<file path="src/rtl/rs485_pkg.sv">
// shared types and constants for the rs485 half-duplex link controller
package rs485_pkg;

  localparam int RING_DEPTH_DEF = 128;
  localparam int BackoffW = 16;
  localparam logic [BackoffW-1:0] BACKOFF_RESET = 16'd750;
  localparam logic [2:0] ERR_MASK = 3'h7;

  localparam logic [1:0] OP_NONE  = 2'd0;
  localparam logic [1:0] OP_PUSH  = 2'd1;
  localparam logic [1:0] OP_POP   = 2'd2;
  localparam logic [1:0] OP_RESET = 2'd3;

  localparam logic [1:0] LS_IDLE  = 2'd0;
  localparam logic [1:0] LS_XFER  = 2'd1;
  localparam logic [1:0] LS_RECV  = 2'd2;
  localparam logic [1:0] LS_ERROR = 2'd3;

  typedef enum logic [6:0] {
    ST_IDLE    = 7'b0000001,
    ST_WAIT    = 7'b0000010,
    ST_RECV    = 7'b0000100,
    ST_XFER    = 7'b0001000,
    ST_WCOMP   = 7'b0010000,
    ST_ERR     = 7'b0100000,
    ST_ERRIDLE = 7'b1000000
  } ctrl_state_t;

  typedef struct packed {
    logic [1:0] opcode;
    logic [7:0] host_byte;
    logic       uart_rx_ready;
    logic [7:0] uart_rx_byte;
    logic       uart_tx_full;
    logic       uart_tx_empty;
    logic [2:0] uart_error_bits;
  } in_word_t;

  typedef struct packed {
    logic       uart_write;
    logic [7:0] uart_write_byte;
    logic       drive_enable;
    logic       uart_enable;
    logic [1:0] link_status;
    logic       host_rx_valid;
    logic [7:0] host_rx_byte;
    logic       rx_has_data;
    logic       link_idle;
    logic [2:0] latched_errors;
    logic       overflow_drop;
  } out_word_t;

endpackage

</file>
<file path="src/rtl/rs485_if.sv">
// valid/ready channel interfaces for input and result words
interface rs485_in_if import rs485_pkg::*; ();
  logic     valid;
  logic     ready;
  in_word_t data;
  modport source (output valid, output data, input ready);
  modport sink (input valid, input data, output ready);
endinterface

interface rs485_out_if import rs485_pkg::*; ();
  logic      valid;
  logic      ready;
  out_word_t data;
  modport source (output valid, output data, input ready);
  modport sink (input valid, input data, output ready);
endinterface

</file>
<file path="src/rtl/rs485_half_duplex_link_control.sv">
// rs485 half-duplex link controller: tx/rx rings in memory, control fsm, backoff
//
//  channel  dir  handshake     word
//  req      in   valid/ready   in_word_t   host opcode and uart status
//  rsp      out  valid/ready   out_word_t  uart write, direction, status, popped byte
//  cfg      in   cfg_we        16 bit      backoff_ticks
//
//  one word accepted per cycle; its result appears in the next cycle, after the
//  ring memory read (one read and one write port per ring)
//  rst is synchronous and clears pointers, fsm, latch and the output stage
//  a stalled result holds the output stage and stops acceptance of new words
module rs485_half_duplex_link_control import rs485_pkg::*; #(
  parameter int RING_DEPTH = RING_DEPTH_DEF
) (
  input  logic                clk,
  input  logic                rst,
  input  logic                cfg_we,
  input  logic [BackoffW-1:0] cfg_wdata,
  rs485_in_if.sink            req,
  rs485_out_if.source         rsp
);

  localparam int PtrW = (RING_DEPTH > 1) ? $clog2(RING_DEPTH) : 1;

  function automatic logic [PtrW-1:0] ring_next(input logic [PtrW-1:0] i);
    return (i == PtrW'(RING_DEPTH - 1)) ? '0 : i + 1'b1;
  endfunction

  ctrl_state_t         state, state_next;
  logic [1:0]          status, status_next;
  logic [PtrW-1:0]     tx_head, tx_head_next, tx_tail, tx_tail_next;
  logic [PtrW-1:0]     rx_head, rx_head_next, rx_tail, rx_tail_next;
  logic [BackoffW-1:0] backoff_left, backoff_left_next, backoff_ticks;
  logic [2:0]          error_latch, error_latch_next;
  logic                direction, direction_next;
  logic                uart_on, uart_on_next;

  logic [7:0] tx_mem [RING_DEPTH];
  logic [7:0] rx_mem [RING_DEPTH];
  logic [7:0] tx_rd_q, rx_rd_q, fwd_byte;
  logic       fwd;

  logic       accept, tx_we, rx_we, wr, pop, drop, tx_avail;
  out_word_t  pend;
  logic       pend_valid;
  in_word_t   w;

  assign w      = req.data;
  assign accept = req.valid && req.ready;
  assign req.ready = !pend_valid || rsp.ready;

  always_comb begin
    state_next        = state;
    status_next       = status;
    tx_head_next      = tx_head;
    tx_tail_next      = tx_tail;
    rx_head_next      = rx_head;
    rx_tail_next      = rx_tail;
    error_latch_next  = error_latch;
    direction_next    = direction;
    uart_on_next      = uart_on;
    backoff_left_next = (backoff_left != '0) ? backoff_left - 1'b1 : backoff_left;
    wr       = 1'b0;
    pop      = 1'b0;
    drop     = 1'b0;
    tx_we    = 1'b0;
    rx_we    = 1'b0;
    tx_avail = 1'b0;
    if (w.opcode == OP_RESET) begin
      state_next       = ST_IDLE;
      status_next      = LS_IDLE;
      tx_head_next     = '0;
      tx_tail_next     = '0;
      rx_head_next     = '0;
      rx_tail_next     = '0;
      error_latch_next = '0;
      direction_next   = 1'b0;
      uart_on_next     = 1'b1;
    end else begin
      if (w.opcode == OP_PUSH) begin
        if (ring_next(tx_head) == tx_tail) begin
          drop = 1'b1;
        end else begin
          tx_we        = 1'b1;
          tx_head_next = ring_next(tx_head);
        end
      end else if (w.opcode == OP_POP) begin
        if (rx_head != rx_tail) begin
          pop          = 1'b1;
          rx_tail_next = ring_next(rx_tail);
        end
      end
      tx_avail = (tx_head_next != tx_tail) && !w.uart_tx_full;
      unique case (state)
        ST_WAIT: begin
          if (w.uart_rx_ready) begin
            status_next = LS_RECV;
            state_next  = ST_RECV;
          end else if (tx_avail && backoff_left_next == '0) begin
            status_next = LS_XFER;
            state_next  = ST_XFER;
          end else begin
            error_latch_next = (error_latch | w.uart_error_bits) & ERR_MASK;
            if (error_latch_next != '0) begin
              state_next = ST_ERR;
            end
          end
        end
        ST_RECV: begin
          backoff_left_next = backoff_ticks;
          if (w.uart_rx_ready) begin
            if (ring_next(rx_head) == rx_tail_next) begin
              drop = 1'b1;
            end else begin
              rx_we        = 1'b1;
              rx_head_next = ring_next(rx_head);
            end
          end else begin
            state_next = ST_IDLE;
          end
        end
        ST_XFER: begin
          direction_next = 1'b1;
          if (tx_avail) begin
            wr           = 1'b1;
            tx_tail_next = ring_next(tx_tail);
          end
          state_next = ST_WCOMP;
        end
        ST_WCOMP: begin
          if (tx_avail) begin
            state_next = ST_XFER;
          end else if (w.uart_tx_empty) begin
            direction_next = 1'b0;
            state_next     = ST_IDLE;
          end
        end
        ST_ERR: begin
          uart_on_next = 1'b0;
          status_next  = LS_ERROR;
          state_next   = ST_ERRIDLE;
        end
        ST_ERRIDLE: begin
        end
        default: begin
          direction_next = 1'b0;
          status_next    = LS_IDLE;
          state_next     = ST_WAIT;
        end
      endcase
    end
  end

  always_ff @(posedge clk) begin
    if (rst) begin
      state         <= ST_IDLE;
      status        <= LS_IDLE;
      tx_head       <= '0;
      tx_tail       <= '0;
      rx_head       <= '0;
      rx_tail       <= '0;
      backoff_left  <= '0;
      error_latch   <= '0;
      direction     <= 1'b0;
      uart_on       <= 1'b1;
      backoff_ticks <= BACKOFF_RESET;
      pend_valid    <= 1'b0;
    end else begin
      if (cfg_we) begin
        backoff_ticks <= cfg_wdata;
      end
      if (accept) begin
        state        <= state_next;
        status       <= status_next;
        tx_head      <= tx_head_next;
        tx_tail      <= tx_tail_next;
        rx_head      <= rx_head_next;
        rx_tail      <= rx_tail_next;
        backoff_left <= backoff_left_next;
        error_latch  <= error_latch_next;
        direction    <= direction_next;
        uart_on      <= uart_on_next;
        pend_valid   <= 1'b1;
      end else if (rsp.ready) begin
        pend_valid <= 1'b0;
      end
    end
  end

  // ring memories, registered read
  always_ff @(posedge clk) begin
    if (accept && tx_we) begin
      tx_mem[tx_head] <= w.host_byte;
    end
    if (accept && wr) begin
      tx_rd_q <= tx_mem[tx_tail];
    end
    if (accept && rx_we) begin
      rx_mem[rx_head] <= w.uart_rx_byte;
    end
    if (accept && pop) begin
      rx_rd_q <= rx_mem[rx_tail];
    end
  end

  // result stage, bytes come from the memory read, or from the host byte when it is pushed into the tx slot being read
  always_ff @(posedge clk) begin
    if (accept) begin
      fwd                  <= tx_we && wr && (tx_head == tx_tail);
      fwd_byte             <= w.host_byte;
      pend.uart_write      <= wr;
      pend.uart_write_byte <= '0;
      pend.drive_enable    <= direction_next;
      pend.uart_enable     <= uart_on_next;
      pend.link_status     <= status_next;
      pend.host_rx_valid   <= pop;
      pend.host_rx_byte    <= '0;
      pend.rx_has_data     <= rx_head_next != rx_tail_next;
      pend.link_idle       <= (status_next == LS_IDLE && tx_head_next == tx_tail_next)
                              || status_next == LS_ERROR;
      pend.latched_errors  <= error_latch_next;
      pend.overflow_drop   <= drop;
    end
  end

  always_comb begin
    rsp.data = pend;
    rsp.data.uart_write_byte = pend.uart_write ? (fwd ? fwd_byte : tx_rd_q) : 8'h00;
    rsp.data.host_rx_byte    = pend.host_rx_valid ? rx_rd_q : 8'h00;
  end
  assign rsp.valid = pend_valid;

  a_dir_in_tx: assert property (@(posedge clk) disable iff (rst)
    direction |-> (state == ST_XFER || state == ST_WCOMP))
    else $error("drive enable outside transmit states");

  a_uart_off_parked: assert property (@(posedge clk) disable iff (rst)
    (!uart_on || error_latch != '0) |-> (state == ST_ERR || state == ST_ERRIDLE))
    else $error("latched error or disabled uart without error state");

  a_rd_hold: assert property (@(posedge clk) disable iff (rst)
    (pend_valid && !rsp.ready) |=> ($stable(tx_rd_q) && $stable(rx_rd_q) && $stable(fwd)))
    else $error("read data changed under a stalled word");

endmodule
</file>
<file path="src/flat_wrapper.sv">
// flat-port wrapper written by rule: the top's interface ports become plain ports
module rs485_half_duplex_link_control_flat import rs485_pkg::*;
#(
  parameter int RING_DEPTH = RING_DEPTH_DEF
)
  (clk, rst, cfg_we, cfg_wdata, req_valid, req_data, req_ready, rsp_valid, rsp_data, rsp_ready);
  rs485_in_if req_i ();
  rs485_out_if rsp_i ();
  input  logic clk;
  input  logic rst;
  input  logic cfg_we;
  input  logic [BackoffW-1:0] cfg_wdata;
  input wire logic [$bits(req_i.valid)-1:0] req_valid;
  input wire logic [$bits(req_i.data)-1:0] req_data;
  output wire logic [$bits(req_i.ready)-1:0] req_ready;
  output wire logic [$bits(rsp_i.valid)-1:0] rsp_valid;
  output wire logic [$bits(rsp_i.data)-1:0] rsp_data;
  input wire logic [$bits(rsp_i.ready)-1:0] rsp_ready;
  assign req_i.valid = req_valid;
  assign req_i.data = req_data;
  assign req_ready = req_i.ready;
  assign rsp_valid = rsp_i.valid;
  assign rsp_data = rsp_i.data;
  assign rsp_i.ready = rsp_ready;
  rs485_half_duplex_link_control #(.RING_DEPTH(RING_DEPTH)) u_core (.clk(clk), .rst(rst), .cfg_we(cfg_we), .cfg_wdata(cfg_wdata), .req(req_i), .rsp(rsp_i));
endmodule
</file>
<file path="config.mk">
export PLATFORM = sky130hd
export DESIGN_NAME = rs485_half_duplex_link_control_flat
export DESIGN_NICKNAME = d
export VERILOG_FILES = /design/src/rtl/rs485_pkg.sv /design/src/rtl/rs485_if.sv /design/src/rtl/rs485_half_duplex_link_control.sv /design/src/flat_wrapper.sv
export SDC_FILE = /design/constraint.sdc
export NUM_CORES = 2
export LEC_CHECK = 0
export ABC_AREA = 1
export BUFFER_PORTS_ARGS = -buffer_cell sky130_fd_sc_hd__buf_2
export CORE_MARGIN = 2
export CORE_UTILIZATION = 57
export CTS_BUF_LIST = sky130_fd_sc_hd__clkbuf_4 sky130_fd_sc_hd__clkbuf_8
export DETAILED_ROUTE_END_ITERATION = 12
export HOLD_SLACK_MARGIN = 0.1
export PLACE_DENSITY = 0.73
export SYNTH_ARGS = -nofsm -noshare
export SYNTH_HDL_FRONTEND = slang
export SYNTH_SLANG_ARGS = --single-unit
</file>
<file path="constraint.sdc">
create_clock -name clk -period 4.04 [get_ports clk]
set_clock_uncertainty 0.05 [all_clocks]
set_input_delay 0.404 -clock clk [delete_from_list [all_inputs] [get_ports clk]]
set_output_delay 0.404 -clock clk [all_outputs]
set_load 0.01 [all_outputs]
</file>
After elaboration in Yosys (flattened, before gate mapping)
Memory sizes are Yosys's and may differ from the RTL's. A register that Yosys moved wholly into a read port is not among the register bits.
Cells that the tools add are included.
Widths: inputs -> output; s select.

word-level totals
  register bits after elaboration = 96
  output and inout bits = 30
  bits in writable memories = 2,048
  logic and storage cells = 151
  memories = 2
  input bits = 45

memory list
  memory         words  width  rd ports  clocked after memory_dff  write ports  line                                  RTL
  u_core.rx_mem  128    8      1         1                         1            rs485_half_duplex_link_control.sv:39  logic [7:0] rx_mem [RING_DEPTH];
  u_core.tx_mem  128    8      1         1                         1            rs485_half_duplex_link_control.sv:38  logic [7:0] tx_mem [RING_DEPTH];

cells by class
  bitwise logic cells = 1
  equal/unequal tests = 25
  $add $sub $neg = 5
  multiplexer cells = 73
  reduce and logical (&&, ||, !) cells = 22

operators with widths
  kind                   number
  $mux 7                 27
  $mux 16                3
  $pmux 7 s6             1
  $eq 7x7->1 const B     5
  $mux 1                 30
  $add 7x1->7 const B    4
  $eq 7x7->1             4
  $mux 8                 3
  $ne 7x7->1             3
  $logic_not 16->1       1
  $reduce_bool 16->1     1
  $sub 16x1->16 const B  1
  $mux 3                 4
  $logic_and 1x1->1      10
  $reduce_or 4->1        2
  $eq 7x2->1 const B     1
  $eq 7x3->1 const B     1
  $eq 7x4->1 const B     1
  $eq 7x5->1 const B     1
  $eq 7x6->1 const B     1
  $eq 2x2->1 const B     3
  $mux 2                 3
  $pmux 2 s3             1
  $ne 5x2->1 const B     1
  12 further kinds       14

Logic depth before layout (Yosys ltp)
  depth in word-level cells = 16
  mapped depth = 30
  mapped depth without buffers = 29

Worst setup path before layout
No wires, ideal clock.

  path kind = register to register
  start point = register u_core.rx_head[0]
  end point = memory u_core.rx_mem[100][0], enable pin
  cell stages (with the launch flop) = 19
  setup time = 370 ps
  data required time = 3,620 ps
  path buffers = 2
  data arrival time = 2,874 ps
  slack = 746 ps
  period minus slack after synthesis = 3,294 ps
  path through = dfxtp_1 -> clkbuf_2 -> xnor2_1 -> nand2_1 -> nor3_1 -> a21oi_2 -> inv_1 -> nor2_1 -> a21oi_2 -> xnor2_1 -> nor2_1 -> nand2_1 -> nor2_2 -> nor2_4 -> nand2_4 -> nor3_4 -> nand3_2 -> buf_2 -> nor2_1

on the way
  cells in the longest elaborated chain, start to end = 13
  elaborated cells between the ends (all ways) = 16
  classes of those cells = add/sub: 1; eq/ne: 3; mux: 11; reduce/logical: 1

RTL lines
  element                       line                                   RTL
  start: declaration            rs485_half_duplex_link_control.sv:32   logic [PtrW-1:0] rx_head, rx_head_next, rx_tail, rx_tail_next;
  start signal: assignment      rs485_half_duplex_link_control.sv:177  rx_head <= rx_head_next;
  $ne 7x7->1                    rs485_half_duplex_link_control.sv:88   if (rx_head != rx_tail) begin
  $mux 7                        rs485_half_duplex_link_control.sv:88
  $mux 7                        rs485_half_duplex_link_control.sv:87   end else if (w.opcode == OP_POP) begin
  $mux 7                        rs485_half_duplex_link_control.sv:80   if (w.opcode == OP_PUSH) begin
  $mux 7                        rs485_half_duplex_link_control.sv:69   if (w.opcode == OP_RESET) begin
  $eq 7x7->1                    rs485_half_duplex_link_control.sv:112  if (ring_next(rx_head) == rx_tail_next) begin
  $mux 1                        rs485_half_duplex_link_control.sv:112
  $mux 1                        rs485_half_duplex_link_control.sv:111  if (w.uart_rx_ready) begin
  $mux 1                        rs485_half_duplex_link_control.sv:94   unique case (state)
  $mux 1                        rs485_half_duplex_link_control.sv:69
  $logic_and 1x1->1             rs485_half_duplex_link_control.sv:198  if (accept && rx_we) begin
  $mux 1                        rs485_half_duplex_link_control.sv:198
  $mux 1 (not written as such)  rs485_half_duplex_link_control.sv:199  rx_mem[rx_head] <= w.uart_rx_byte;
  end: declaration              rs485_half_duplex_link_control.sv:39

Several ways; a longest one is shown, not always the timed one. The select of a mux whose other input is x is not followed.

Worst setup path after layout
  start point = register u_core.rx_tail[5]
  end point = memory u_core.rx_mem[28][3], enable pin

on the way
  cells in the longest elaborated chain, start to end = 14
  elaborated cells between the ends (all ways) = 16
  classes of those cells = add/sub: 1; eq/ne: 3; mux: 11; reduce/logical: 1

RTL lines
  element                                           line                                   RTL
  start: declaration                                rs485_half_duplex_link_control.sv:32
  start signal: assignment                          rs485_half_duplex_link_control.sv:178  rx_tail <= rx_tail_next;
  $add 7x1->7 / $eq 7x7->1 (equally long branches)  rs485_half_duplex_link_control.sv:26   return (i == PtrW'(RING_DEPTH - 1)) ? '0 : i + 1'b1;
  $mux 7                                            rs485_half_duplex_link_control.sv:26
  $mux 7                                            rs485_half_duplex_link_control.sv:88
  $mux 7                                            rs485_half_duplex_link_control.sv:87
  $mux 7 (*)                                        rs485_half_duplex_link_control.sv:80
  $mux 7 (*)                                        rs485_half_duplex_link_control.sv:69
  $eq 7x7->1 (*)                                    rs485_half_duplex_link_control.sv:112
  $mux 1 (*)                                        rs485_half_duplex_link_control.sv:112
  $mux 1 (*)                                        rs485_half_duplex_link_control.sv:111
  $mux 1 (*)                                        rs485_half_duplex_link_control.sv:94
  $mux 1 (*)                                        rs485_half_duplex_link_control.sv:69
  $logic_and 1x1->1 (*)                             rs485_half_duplex_link_control.sv:198
  $mux 1 (*)                                        rs485_half_duplex_link_control.sv:198
  $mux 1 (not written as such) (*)                  rs485_half_duplex_link_control.sv:199

Every way passes the cells marked *; elsewhere a longest branch is shown, timed or not. The select of a mux whose other input is x is not followed.

==> flow_metrics.env <==
export IMPL_timing_rr_end="u_core.rx_mem[28][3]"
export IMPL_p_leak_nw=32.8
export IMPL_start_util_pct=57.5
export IMPL_clkPwrFrac_pct=37.6
export IMPL_synth_top_cell_area_share_pct=71.6
export IMPL_slew_headroom_pct=11.2
export IMPL_cts_tree="built"
export IMPL_crit_fanout=16
export IMPL_final_antenna_net_count=0
export IMPL_io_pins=75
export IMPL_arrival_ns=4.47
export IMPL_synth_compound_area_share_pct=13.3
export IMPL_p_sw_w=0.0118
export IMPL_post_place_cells=8971
export IMPL_drive_above_1_share_pct=12.5
export IMPL_critPathMaxStageDelay_ns=0.55
export IMPL_combPwrFrac_pct=9.9
export IMPL_end_kind="flop"
export IMPL_via_per_inst=6.30
export IMPL_syn_area_mm2=0.0874
export IMPL_maxCapViolCount=0
export IMPL_reg2reg_from="u_core.rx_tail[5]"
export IMPL_timing_hold_violations_final=0
export IMPL_grt_max_degree=203
export IMPL_worstSetupStartpointType="flop"
export IMPL_synth_xor_area_share_pct=0.366
export IMPL_synth_simple_gate_area_share_pct=10.1
export IMPL_hold_end="u_core.backoff_ticks[1]"
export IMPL_wl_per_cell_um=24.3
export IMPL_synthCells=7092
export IMPL_fmax_ghz=0.257
export IMPL_die_area_mm2=0.157
export IMPL_insertion_delay_ns=1.05
export IMPL_drtIter0Drc=9215
export IMPL_core_mm2=0.152
export IMPL_synthAdderAreaFrac_pct=0.0858
export IMPL_synth_commonest_cells="edfxtp_1 (2,085), nor2_1 (1,601), o21ai_0 (1,239)"
export IMPL_synth_cell_types=51
export IMPL_synthArstFlopShare_pct=0
export IMPL_powerDensity_mw_per_mm2=481
export IMPL_hold_slack_ns=0.400
export IMPL_finalSetupViolations=0
export IMPL_cpMaxStageDelayCell="nor2_1"
export IMPL_crit_chain="xor2_1, nor3_1, a21oi_2, inv_1, nor2_1, a21oi_2, xnor2_1, nor2_1, nand2_1, nor2_2, nor2_4, nand2_4, nor3_4, nand3_2, buf_4, nor2_1"
export IMPL_grt_pass1_vias=58170
export IMPL_place_hpwl_mm=134
export IMPL_die_w_um=396
export IMPL_finalCritPeriodShare_pct=96.3
export IMPL_synth_area_leaders="edfxtp_1 (72%), o21ai_0 (7.1%), nor2_1 (6.9%)"
export IMPL_status="finished, final reports clean"
export IMPL_cpMostUsedCell="nor2_1"
export IMPL_synth_seq_cells=2160
export IMPL_yosysMostFrequentCell="edfxtp_1"
export IMPL_rows=143
export IMPL_grt_pass1_wl_mm=351
export IMPL_hp_class="input port to flop"
export IMPL_synthMuxAreaShare_pct=0
export IMPL_synth_top_area_cell="edfxtp_1"
export IMPL_drc_errors=0
export IMPL_globalplace_congestion=0.915
export IMPL_vias=60829
export IMPL_tightest_slew_ns=1.33
export IMPL_synth_top_family_by_area="compound AO/OA/AOI/OAI gates"
export IMPL_cts_sinks=2160
export IMPL_root_buffer="clkbuf_8"
export IMPL_yosys_warnings=0
export IMPL_nets=7443
export IMPL_ys_seq_area_share_pct=73.3
export IMPL_die_h_um=396
export IMPL_ff2ff_path_depth=16
export IMPL_synthFlopType="edfxtp_1"
export IMPL_area_growth_pct=12.7
export IMPL_seqPwrFrac_pct=52.5
export IMPL_switching_share_pct=24.8
export IMPL_cts_path_max_buffers=4
export IMPL_hold_start="cfg_we"
export IMPL_cts_made_buffers=347
export IMPL_slew_violations=0
export IMPL_clkTransAtPathRegs_ns=0.06
export IMPL_htreeDepth=5
export IMPL_peakVddDrop_v=0.000388
export IMPL_hold_depth=3
export IMPL_grt_ovfl_total=0
export IMPL_final_instance_count_excl_fill=9658
export IMPL_layout_min_cycle_time_ns=3.89
export IMPL_portBuffers=74
export IMPL_drt_total_wl_mm=235
export IMPL_worstPathRequired_ns=4.62
export IMPL_rsz0062_at_grt="yes"
export IMPL_avgSynthCellArea_um2=12.3
export IMPL_firstDrtPassIters=6
export IMPL_antenna_found_initial=9
export IMPL_p_int_w=0.0356
export IMPL_syn_num_nets=7143
export IMPL_ff2ff_setup_slack_ns=0.15
export IMPL_path_class="flop to flop"
export IMPL_gr_usage_all_layers_pct=29.3
export IMPL_synth_edf_count=2085
[repair_timing]
action,CTS,global route
resized for setup,0,44
hold buffers,97,0
endpoints found under the hold margin,1073,0
buffers inserted,0,4
endpoints found under the setup margin,0,400
[layout make-up]
class                      count  area (µm²)
tap                         2030        2540
clock buffer                 458        5650
sequential                  2160       64100
timing repair buffer         463        3930
fill                       10994       53600
inverter                     135         539
clock inverter               124         749
antenna                        3        7.51
multi-input combinational   4285       21000
[state kept, by name, summed over array words and instances, names as in the netlist, 2 cells and up]
signal and count:
u_core.rx_rd_q 8, u_core.tx_tail 7, u_core.tx_mem 1024, u_core.tx_rd_q 8, u_core.state 7, u_core.error_latch 3, u_core.rx_mem 1024, u_core.fwd_byte 8
u_core.rx_tail 7, u_core.rsp.data 12, u_core.status 2, u_core.backoff_ticks 16, u_core.backoff_left 16, u_core.rx_head 7, u_core.tx_head 7
[kinds of logic (layout without fill, tap and decap cells)]
logic type,Yosys count,in the layout
other cells,0,3
simple gates,2232,2232
xor+xnor,35,35
compound gates,2011,2012
fa+ha+maj,6,6
flops,2160,2160
buf+inv,648,1180
[power by group through the flow]
stage / Clock [W] / Combinational, W / Sequential, W
global placement: 0 / 0.00436 / 0.0253
floorplan: 0 / 0.00276 / 0.0253
finish: 0.0178 / 0.00469 / 0.0249
global route: 0.0189 / 0.00508 / 0.0249
CTS: 0.0180 / 0.00453 / 0.0248
detailed placement: 0 / 0.00443 / 0.0253
[critical path, delay by kind of cell (launching register included)]
kind / cells / cell delay [ns]
flops: 1 / 0.46
compound gates: 2 / 0.37
xor+xnor: 2 / 0.24
simple gates: 10 / 1.88
buf+inv: 2 / 0.46
[per-stage QoR]
step | setup slack [ns] | TNS (ns) | util (%) | total power (W) | instance area (µm²)
final | 0.151 | 0 | 64.8 | 0.0474 | 98500
after global routing | -0.110 | -4.19 | 64.8 | 0.0489 | 98500
after CTS | 0.159 | 0 | 64.7 | 0.0473 | 98400
after detailed placement | 0.232 | 0 | 59.8 | 0.0297 | 91000
after global placement | 0.314 | 0 | 59.8 | 0.0297 | 91000
after floorplan | 0.746 | 0 | - | 0.0280 | 87400
[per-layer routing]
| layer | part of all wire (%) | wire length (µm) | GRT usage (%) |
|---|---|---|---|
| met5 | 0.028 | 65 | 0 |
| met4 | 2.7 | 6230 | 9.42 |
| met3 | 12 | 27400 | 7.28 |
| met2 | 46 | 107000 | 44.2 |
| met1 | 40 | 94300 | 42.2 |
[placed cells by master, fill, tap and decap left out, types with 21 or more instances in the layout]
cell,count
nand4_1,32
nand2_1,369
dlygate4sd3_1,97
o221ai_1,202
clkbuf_4,104
xor2_1,21
nor2_1,1572
nor2_2,29
o21ai_0,1238
inv_1,122
o211ai_1,45
buf_12,28
o22ai_1,374
dfxtp_1,64
clkinv_2,37
clkinv_1,75
buf_2,58
a21oi_1,89
nand3_1,183
clkbuf_8,354
edfxtp_1,2085
buf_4,279
[worst max path at each step]
stage                 startpoint               endpoint  depth (start not counted)
2_1_floorplan  u_core.rx_head[0]  u_core.rx_mem[100][0]                         18
3_3_place_gp   u_core.rx_head[2]   u_core.rx_mem[60][6]                         15
3_5_place_dp   u_core.rx_head[3]   u_core.rx_mem[32][7]                         15
4_1_cts        u_core.tx_head[1]  u_core.error_latch[2]                         27
5_1_grt        u_core.rx_tail[5]   u_core.rx_mem[64][5]                         16
6_report       u_core.rx_tail[5]   u_core.rx_mem[28][3]                         16
Note: power is estimated with default switching activity, not from simulation.
